### config.mk
export PLATFORM = sky130hd
export DESIGN_NAME = servo_slew_pulse_generator
export DESIGN_NICKNAME = d
export VERILOG_FILES = /design/src/hdl/ssp_pkg.sv /design/src/hdl/ssp_core.sv /design/src/hdl/servo_slew_pulse_generator.sv
export SDC_FILE = /design/constraint.sdc
export NUM_CORES = 1
export LEC_CHECK = 0
export ABC_CLOCK_PERIOD_IN_PS = 7550
export CAP_MARGIN = 20
export CORE_MARGIN = 2
export CORE_UTILIZATION = 40
export DETAILED_ROUTE_END_ITERATION = 8
export DONT_BUFFER_PORTS = 1
export PLACE_DENSITY_LB_ADDON = 0.2
export SLEW_MARGIN = 25
export SYNTH_ARGS = -nofsm -noshare
export SYNTH_HDL_FRONTEND = slang
export SYNTH_SLANG_ARGS = --single-unit
### constraint.sdc
create_clock -name clk_i -period 7.55 [get_ports clk_i]
set_clock_uncertainty 0.05 [all_clocks]
set_input_delay 0.3775 -clock clk_i [delete_from_list [all_inputs] [get_ports clk_i]]
set_output_delay 0.3775 -clock clk_i [all_outputs]
set_load 0.01 [all_outputs]
### src/hdl/ssp_pkg.sv
package ssp_pkg;

  localparam int unsigned PosW   = 16;
  localparam int unsigned DistW  = 12;
  localparam int unsigned StepW  = 8;
  localparam int unsigned DelayW = 10;
  localparam int unsigned CfgW   = 16;
  localparam int unsigned ArithW = PosW + 3;

  localparam logic [PosW-1:0]   CenterRst = 16'hF9F0;
  localparam logic [DistW-1:0]  DistRst   = 12'd200;
  localparam logic [StepW-1:0]  StepRst   = 8'd10;
  localparam logic [DelayW-1:0] DelayRst  = 10'd500;
  localparam logic [PosW-1:0]   PosRst    = CenterRst - PosW'(DistRst);
  localparam logic [PosW-1:0]   PosMax    = '1;

  localparam int unsigned InDataW  = 8;
  localparam int unsigned OutDataW = 24;

  typedef enum logic [1:0] {
    REG_CENTER = 2'd0,
    REG_DIST   = 2'd1,
    REG_STEP   = 2'd2,
    REG_DELAY  = 2'd3
  } cfg_idx_e;

  typedef enum logic {
    OP_FRAME = 1'b0,
    OP_FINE  = 1'b1
  } op_e;

  typedef struct packed {
    logic            op;
    logic            dir;
    logic            mid;
  } item_t;

  typedef struct packed {
    logic [PosW-1:0] position;
    logic            relay;
    logic            low_lamp;
    logic            high_lamp;
    logic            drive_en;
    logic            pulse;
  } res_t;

endpackage

### src/hdl/ssp_core.sv
module ssp_core
  import ssp_pkg::*;
(
  input  logic                clk_i,
  input  logic                rst_ni,
  input  logic                cfg_we_i,
  input  cfg_idx_e            cfg_idx_i,
  input  logic [CfgW-1:0]     cfg_data_i,
  input  logic                step_i,
  input  item_t               item_i,
  output res_t                res_o
);

  logic [PosW-1:0]   center_q;
  logic [DistW-1:0]  dist_q;
  logic [StepW-1:0]  step_q;
  logic [DelayW-1:0] delay_q;

  logic [PosW-1:0]   pos_q, pos_d;
  logic [DelayW-1:0] en_cnt_q, en_cnt_d;
  logic              en_flag_q, en_flag_d;
  logic [PosW-1:0]   pcnt_q, pcnt_d;
  logic              pact_q, pact_d;
  logic              hi_lamp_q, hi_lamp_d;
  logic              lo_lamp_q, lo_lamp_d;
  logic              relay_q, relay_d;

  always_ff @(posedge clk_i or negedge rst_ni) begin
    if (!rst_ni) begin
      center_q <= CenterRst;
      dist_q   <= DistRst;
      step_q   <= StepRst;
      delay_q  <= DelayRst;
    end else if (cfg_we_i) begin
      case (cfg_idx_i)
        REG_CENTER: center_q <= cfg_data_i[PosW-1:0];
        REG_DIST:   dist_q   <= cfg_data_i[DistW-1:0];
        REG_STEP:   step_q   <= cfg_data_i[StepW-1:0];
        REG_DELAY:  delay_q  <= cfg_data_i[DelayW-1:0];
        default:    ;
      endcase
    end
  end

  logic signed [ArithW-1:0] ctr_s, hi_s, lo_s, pos_s, npos_s;
  logic [PosW:0]            up_sum;
  logic signed [ArithW-1:0] dn_diff;

  always_comb begin
    ctr_s   = $signed({3'b000, center_q});
    hi_s    = ctr_s + $signed(ArithW'(dist_q));
    lo_s    = ctr_s - $signed(ArithW'(dist_q));
    pos_s   = $signed({3'b000, pos_q});
    up_sum  = {1'b0, pos_q} + (PosW+1)'(step_q);
    dn_diff = pos_s - $signed(ArithW'(step_q));

    en_cnt_d  = en_cnt_q;
    en_flag_d = en_flag_q;
    pos_d     = pos_q;
    pcnt_d    = pcnt_q;
    pact_d    = pact_q;
    hi_lamp_d = hi_lamp_q;
    lo_lamp_d = lo_lamp_q;
    relay_d   = relay_q;
    npos_s    = pos_s;

    if (item_i.op == OP_FRAME) begin
      if (en_cnt_q < delay_q) begin
        en_cnt_d = en_cnt_q + DelayW'(1);
      end else begin
        en_flag_d = 1'b1;
      end

      if (!item_i.dir && !item_i.mid && pos_s < hi_s) begin
        pos_d = up_sum[PosW] ? PosMax : up_sum[PosW-1:0];
      end else if (item_i.dir && !item_i.mid && pos_s > lo_s) begin
        pos_d = dn_diff[ArithW-1] ? '0 : dn_diff[PosW-1:0];
      end else if (item_i.mid) begin
        pos_d = center_q;
      end
      npos_s = $signed({3'b000, pos_d});

      if (npos_s < hi_s - ArithW'(1) && npos_s > lo_s + ArithW'(1)) begin
        hi_lamp_d = 1'b0;
        lo_lamp_d = 1'b0;
      end else if (npos_s >= hi_s) begin
        hi_lamp_d = 1'b1;
        lo_lamp_d = 1'b0;
      end else if (npos_s <= lo_s) begin
        hi_lamp_d = 1'b0;
        lo_lamp_d = 1'b1;
      end

      if (pos_d > center_q) begin
        relay_d = 1'b0;
      end else if (pos_d < center_q) begin
        relay_d = 1'b1;
      end

      pcnt_d = pos_d;
      pact_d = 1'b1;
    end else if (pact_q) begin
      if (pcnt_q == PosMax) begin
        pcnt_d = '0;
        pact_d = 1'b0;
      end else begin
        pcnt_d = pcnt_q + PosW'(1);
      end
    end
  end

  always_ff @(posedge clk_i or negedge rst_ni) begin
    if (!rst_ni) begin
      pos_q     <= PosRst;
      en_cnt_q  <= '0;
      en_flag_q <= 1'b0;
      pcnt_q    <= CenterRst;
      pact_q    <= 1'b0;
      hi_lamp_q <= 1'b0;
      lo_lamp_q <= 1'b0;
      relay_q   <= 1'b0;
    end else if (step_i) begin
      pos_q     <= pos_d;
      en_cnt_q  <= en_cnt_d;
      en_flag_q <= en_flag_d;
      pcnt_q    <= pcnt_d;
      pact_q    <= pact_d;
      hi_lamp_q <= hi_lamp_d;
      lo_lamp_q <= lo_lamp_d;
      relay_q   <= relay_d;
    end
  end

  assign res_o.position  = pos_d;
  assign res_o.relay     = relay_d;
  assign res_o.low_lamp  = lo_lamp_d;
  assign res_o.high_lamp = hi_lamp_d;
  assign res_o.drive_en  = en_flag_d;
  assign res_o.pulse     = pact_d;

endmodule

### src/hdl/servo_slew_pulse_generator.sv
// Channel   Dir  Beat contents (lowest bit first)
// s_axis    in   tdata: direction_switch, middle_switch, pad to 8 / tuser: op
// m_axis    out  tdata: pulse_level, drive_enabled, high_end_lamp, low_end_lamp,
//                       polarity_relay, position[15:0], pad to 24
// cfg       in   cfg_we_i, cfg_idx_i (register index), cfg_data_i
//
// One beat per cycle sustained while m_axis_tready is high.
// Input register, then one pass through the state update into the output register.
// State advances when the input register hands its beat to the output register.
// rst_ni asynchronously returns the valid flags and core state to their reset values;
// the input item and result data registers are not reset. A stalled m_axis holds the
// result; s_axis keeps taking beats until the input register is also full.
module servo_slew_pulse_generator
  import ssp_pkg::*;
(
  input  logic                clk_i,
  input  logic                rst_ni,
  input  logic                cfg_we_i,
  input  logic [1:0]          cfg_idx_i,
  input  logic [CfgW-1:0]     cfg_data_i,
  input  logic                s_axis_tvalid,
  output logic                s_axis_tready,
  input  logic [InDataW-1:0]  s_axis_tdata,   // direction_switch, middle_switch
  input  logic                s_axis_tuser,   // op
  output logic                m_axis_tvalid,
  input  logic                m_axis_tready,
  output logic [OutDataW-1:0] m_axis_tdata    // pulse_level, drive_enabled,
                                              // high_end_lamp, low_end_lamp,
                                              // polarity_relay, position
);

  logic  in_valid_q, in_valid_d;
  item_t in_item_q;
  logic  out_valid_q, out_valid_d;
  res_t  out_res_q;
  res_t  res;
  logic  advance, s_acc;

  assign advance       = in_valid_q && (!out_valid_q || m_axis_tready);
  assign s_axis_tready = !in_valid_q || advance;
  assign s_acc         = s_axis_tvalid && s_axis_tready;

  always_comb begin
    in_valid_d = in_valid_q;
    if (s_acc) begin
      in_valid_d = 1'b1;
    end else if (advance) begin
      in_valid_d = 1'b0;
    end
    out_valid_d = out_valid_q;
    if (advance) begin
      out_valid_d = 1'b1;
    end else if (m_axis_tready) begin
      out_valid_d = 1'b0;
    end
  end

  always_ff @(posedge clk_i or negedge rst_ni) begin
    if (!rst_ni) begin
      in_valid_q  <= 1'b0;
      out_valid_q <= 1'b0;
    end else begin
      in_valid_q  <= in_valid_d;
      out_valid_q <= out_valid_d;
    end
  end

  always_ff @(posedge clk_i) begin
    if (s_acc) begin
      in_item_q.op  <= s_axis_tuser;
      in_item_q.dir <= s_axis_tdata[0];
      in_item_q.mid <= s_axis_tdata[1];
    end
    if (advance) begin
      out_res_q <= res;
    end
  end

  ssp_core u_core (
    .clk_i      (clk_i),
    .rst_ni     (rst_ni),
    .cfg_we_i   (cfg_we_i),
    .cfg_idx_i  (cfg_idx_e'(cfg_idx_i)),
    .cfg_data_i (cfg_data_i),
    .step_i     (advance),
    .item_i     (in_item_q),
    .res_o      (res)
  );

  assign m_axis_tvalid = out_valid_q;
  assign m_axis_tdata  = {3'b000, out_res_q};

endmodule

# Word level (Yosys, flattened, before mapping)
# Cells that the tools add are included.
[op_classes] addsub=8 n_lt_le_gt_ge=9 n_eq_ne=5 n_mux=30 bitwise_logic=1 n_reduce_logical=22
[op_table] operator="2-to-1 mux 16 bit" n=10
[op_table] operator="> comparator 17 x 19 -> 1 bit" n=2
[op_table] operator="< comparator 17 x 19 -> 1 bit" n=2
[op_table] operator="2-to-1 mux 1 bit" n=20
[op_table] operator="adder 19 x 2 -> 19 bit (second input constant)" n=1
[op_table] operator="greater-or-equal comparator 17 x 19 -> 1 bit" n=1
[op_table] operator="less-or-equal comparator 17 x 19 -> 1 bit" n=1
[op_table] operator="subtractor 19 x 2 -> 19 bit (second input constant)" n=1
[op_table] operator="adder 16 x 12 -> 17 bit" n=1
[op_table] operator="adder 16 x 8 -> 17 bit" n=1
[op_table] operator="subtractor 16 x 12 -> 17 bit" n=1
[op_table] operator="subtractor 16 x 8 -> 17 bit" n=1
[op_table] operator="adder 16 x 1 -> 16 bit (second input constant)" n=1
[op_table] operator="equality test 16 bit (second input constant)" n=1
[op_table] operator="> comparator 16 bit" n=1
[op_table] operator="< comparator 16 bit" n=1
[op_table] operator="adder 10 x 1 -> 10 bit (second input constant)" n=1
[op_table] operator="< comparator 10 bit" n=1
[op_table] operator="AND reduction 2 bit" n=5
[op_table] operator="logical AND 1 bit" n=7
[op_table] operator="equality test 2 bit (second input constant)" n=2
[op_table] operator="zero test 1 bit" n=4
[op_table] operator="nonzero test 2 bit" n=2
[op_table] operator="AND reduction 3 bit" n=1
[op_table] operator="other kinds (5)" n=6
[word_totals] register_bits=119 input_bits=32 elab_cells=98

# Depth between registers and ports, before layout
[logic_depth] ltp_word=11 depth_mapped=35 ltp_nobuf=34

# Modules after synthesis
# A second synthesis with hierarchy kept.
[unflattened] hier_cells=1331 hier_area_um2=11669.9
[modules_own_cells] mod="ssp_core" n_inst=1 cells_per_inst=1295 area_per_inst_um2=10819.1 seq_area_each_um2=2376.0
[modules_own_cells] mod="servo_slew_pulse_generator" n_inst=1 cells_per_inst=36 area_per_inst_um2=850.8 seq_area_each_um2=770.7

# Worst setup path after synthesis
# OpenSTA, ideal clock, no wires.
[synth_path] path_kind="flip-flop to flip-flop" from="register u_core.dist_q[3]" to="register out_res_q, in the netlist m_axis_tdata[2] (data pin)" setup_time_ns=0.169 arrival_ns=6.550 t_required_ns=7.331 setup_slack_ns=0.781 path_stages_with_launch=32 path_buffers=2 synth_period_minus_slack_ns=6.769 path_cell_list="dfstp_2 -> inv_1 -> ha_1 -> clkbuf_1 -> o21a_1 -> o31a_1 -> o211a_1 -> or2_2 -> nor4_1 -> xnor2_1 -> ha_1 -> nand2_1 -> nor4_1 -> and3_1 -> a31oi_1 -> o21ai_0 -> clkbuf_1 -> nor4_1 -> o311ai_0 -> a21boi_0 -> ha_1 -> a21oi_1 -> nor2b_1 -> o21ai_0 -> nand2b_1 -> a21oi_1 -> nor3b_1 -> nand2_1 -> o2bb2ai_1 -> o2111ai_1 -> a31oi_1 -> o31ai_1"
[synth_lines] element="start: declaration" line="ssp_core.sv:15" text="logic [DistW-1:0] dist_q;"
[synth_lines] element="start signal: assignment" line="ssp_core.sv:31" text="dist_q <= DistRst;"
[synth_lines] element="start signal: assignment" line="ssp_core.sv:37" text="REG_DIST: dist_q <= cfg_data_i[DistW-1:0];"
[synth_lines] element="end signal: assignment" line="servo_slew_pulse_generator.sv:75" text="out_res_q <= res;"
[synth_lines] element="end: declaration" line="servo_slew_pulse_generator.sv:35" text="res_t out_res_q;"

==> summary.txt <==
RePlAce Congestion: 0.919
top-area cell type share of the netlist area: 17.5%
Final HPWL DP: 27400 µm
Final period util: 93.4%
Hold Path End: u_core.center_q[12]
clock sinks: 119
vias in the first global route: 9856
fmax: 0.142 GHz
wire per inst: 19.8 µm
Ports: 58
outcome: completed
CP delay by family, top: compound AO/OA/AOI/OAI gates
largest net degree at the start of global routing: 96
r2r startpoint: u_core.center_q[0]
CTS H-tree lvls: 4
fin worst setup slack: 0.496 ns
sequential fraction of the synthesis area: 27.3%
synth unique cells: 86
Num CTS Buffers: 17
final hold vios: 0
hold depth: 2
Area Growth Syn to Fin: 13.5%
Inserted Diodes: 0
Routed WL: 35100 µm
total core area: 0.0285 mm²
Pre-Repair DR Iteration Count: 5
worst path bufs/invs: 5
Critical Path Sink Type: register
CP Max Fanout: 5
Synth Flop Type: dfrtp_1
global route total overflow: 0
Worst R2R End: m_axis_tdata[3]
Multi-input gate area: 0.00791 mm²
Ys Warns: 0
Worst EP required: 7.77 ns
Max VDD drop: 198 µV
Avg Vias per Cell: 5.67
residual DRC count: 0
TritonCTS clock tree: yes
GRT Util Overall: 23.7%
worst min-delay path class: input port to register
Initial DRC Count: 627
Die Y: 174 µm
FFs w/ async S/R, synth: 79.8%
Die W: 174 µm
final worst path period need: 7.05 ns
Final #Nets: 1573
synthesized area: 0.0115 mm²
Worst Reg-to-Reg Cells: 35
Starting Density: 40.3%
synthesis-stage register bit count: 119
Synth Area per Inst: 8.65 µm²
Sequential Area: 0.00315 mm²
Max Cap Viol: 0
hold_sp: cfg_data_i[12]
Finished Layout Cells: 1773
Die ar.: 0.0302 mm²
hold slack final: 0.00265 ns
Critical Path Source Type: register
critical path's largest stage delay: 0.42 ns
ranking of synthesized cells by area: ha_1 17%, dfrtp_1 12%, dfstp_2 8.9%
number of antenna violations at the first check in global routing: 0
placed cell count: 1725
Tightest Pin Transition: 0.856 ns
fill count: 2895
Clock Root Buffer: clkbuf_16
Final setup viols: 0
Slew headroom: 42.9%
Setup CP Type: register to register
first-pass GRT wire length: 56200 µm
I/O Buffers: 0
Slowest-stage cell, CP: fa_1
total power: 5.79 mW
Max Slew Vio Count: 0
later-pin clock latency in the skew report: 0.44 ns
Worst EP arrival: 7.28 ns
Clock Path Buffers: 2
ratio of cells with drive above 1 in the final layout: 15.3%
number of synthesized flops with an enable pin: 24
leakage power total: 5.90 nW
Mapped Cells: 1331
Antenna Nets Post-Route: 0
vias post-DR: 10100
Reg clk slew, reported paths: 0.07 ns
pre-CTS setup slack: 0.302 ns
power per cell area: 443 mW/mm²
row cnt: 62
dominant cell type by area after synthesis: ha_1
reg2reg setup slack: 0.50 ns
cells by family after synthesis:
logic type	Yosys count	share of synthesized area [%]
adders and majority gates	165	18.2
AOI/OAI and AO/OA	338	19.7
buffers and inverters	137	4.69
xor gates and xnor gates	60	4.56
DFF	119	27.3
other	1	0.0326
muxes	52	5.09
and+or+nand+nor	459	20.4
worst max-delay path by stage:
stage                                  start               to  slack, ns  depth (start not counted)
after floorplan             u_core.dist_q[3]  m_axis_tdata[2]       0.78                         31
after global placement    u_core.center_q[0]  m_axis_tdata[2]       0.38                         34
after detailed placement  u_core.center_q[0]  m_axis_tdata[2]       0.30                         34
after CTS                 u_core.center_q[0]  m_axis_tdata[3]       0.24                         36
after global routing      u_core.center_q[0]  m_axis_tdata[3]      -0.02                         35
final                     u_core.center_q[0]  m_axis_tdata[3]       0.50                         35
synthesized netlist by cell type (all sizes together), types with 12 or more instances:
cell    count
ha        161
nand2     137
o21ai      99
inv        88
nor2       74
a21oi      64
dfrtp      56
mux2       49
xnor2      41
dfstp      39
nand3      38
clkbuf     37
nand4      33
a21o       28
nor2b      28
and3       25
edfxtp     24
nor3       24
nand2b     23
o21a       19
xor2       19
nor4       16
nor3b      12
placed cells by master, fill, tap and decap left out, types with 10 or more instances in the layout:
master	netlist	routed
mux2_2	48	48
buf_4	3	61
nor2_1	73	73
clkbuf_16	0	18
nor2b_1	27	27
o21a_1	18	18
ha_1	161	161
nand4_1	33	33
a21oi_1	64	64
o211ai_1	11	11
and2_1	10	10
a21o_1	28	28
nand2b_1	23	23
nand3_1	38	38
inv_1	88	88
xor2_1	19	18
dfstp_2	39	39
nor4_1	15	13
o21ai_0	98	96
nand2_1	137	137
a211oi_1	10	10
and3_1	25	25
xnor2_1	41	39
nor3_1	24	24
dfrtp_1	56	56
edfxtp_1	24	24
metal layers:
layer | track usage [%] | up-vias | wire length, µm
li1 | - | 4977 | -
met1 | 33.3 | 4812 | 16900
met2 | 38.3 | 217 | 16000
met3 | 3.33 | 48 | 1390
met4 | 6.62 | 0 | 798
met5 | 0 | - | 0
cell type report:
type / instances / area share, %
inverter: 89 / 2.56
tap: 384 / 3.68
clock buffer: 18 / 3.45
sequential: 119 / 24.1
timing repair buffer: 72 / 4.56
clock inverter: 14 / 1.17
multi-input combinational: 1077 / 60.5
through the flow:
| step | instance area [µm²] | utilization, % | TNS, ns |
|---|---|---|---|
| after global placement | 12200 | 42.9 | 0 |
| after detailed placement | 12200 | 42.9 | 0 |
| after global routing | 13100 | 45.8 | -0.0220 |
| after floorplan | 11500 | - | 0 |
| final | 13100 | 45.8 | 0 |
| after CTS | 13000 | 45.4 | 0 |
state kept, by name, summed over array words and instances (netlist names), 3 cells and up:
name,cells
m_axis_tdata,21
u_core.center_q,16
u_core.pcnt_q,16
u_core.pos_q,16
u_core.dist_q,12
u_core.delay_q,10
u_core.en_cnt_q,10
u_core.step_q,8
in_item_q,3
power by group:
group	internal, mW	switching (mW)	leakage, nW
Clock	0.489	0.382	0.297
Sequential	0.907	0.287	1.33
Combinational	1.61	2.12	4.28
Total	3.00	2.79	5.90
timing repair:
action,4_1_cts,5_1_grt
endpoints found under the setup margin,0,6
gates resized for setup,0,15
hold buffers,10,0
endpoints found under the hold margin,103,0
setup buffers,0,6
(Power assumes the default switching activity.)
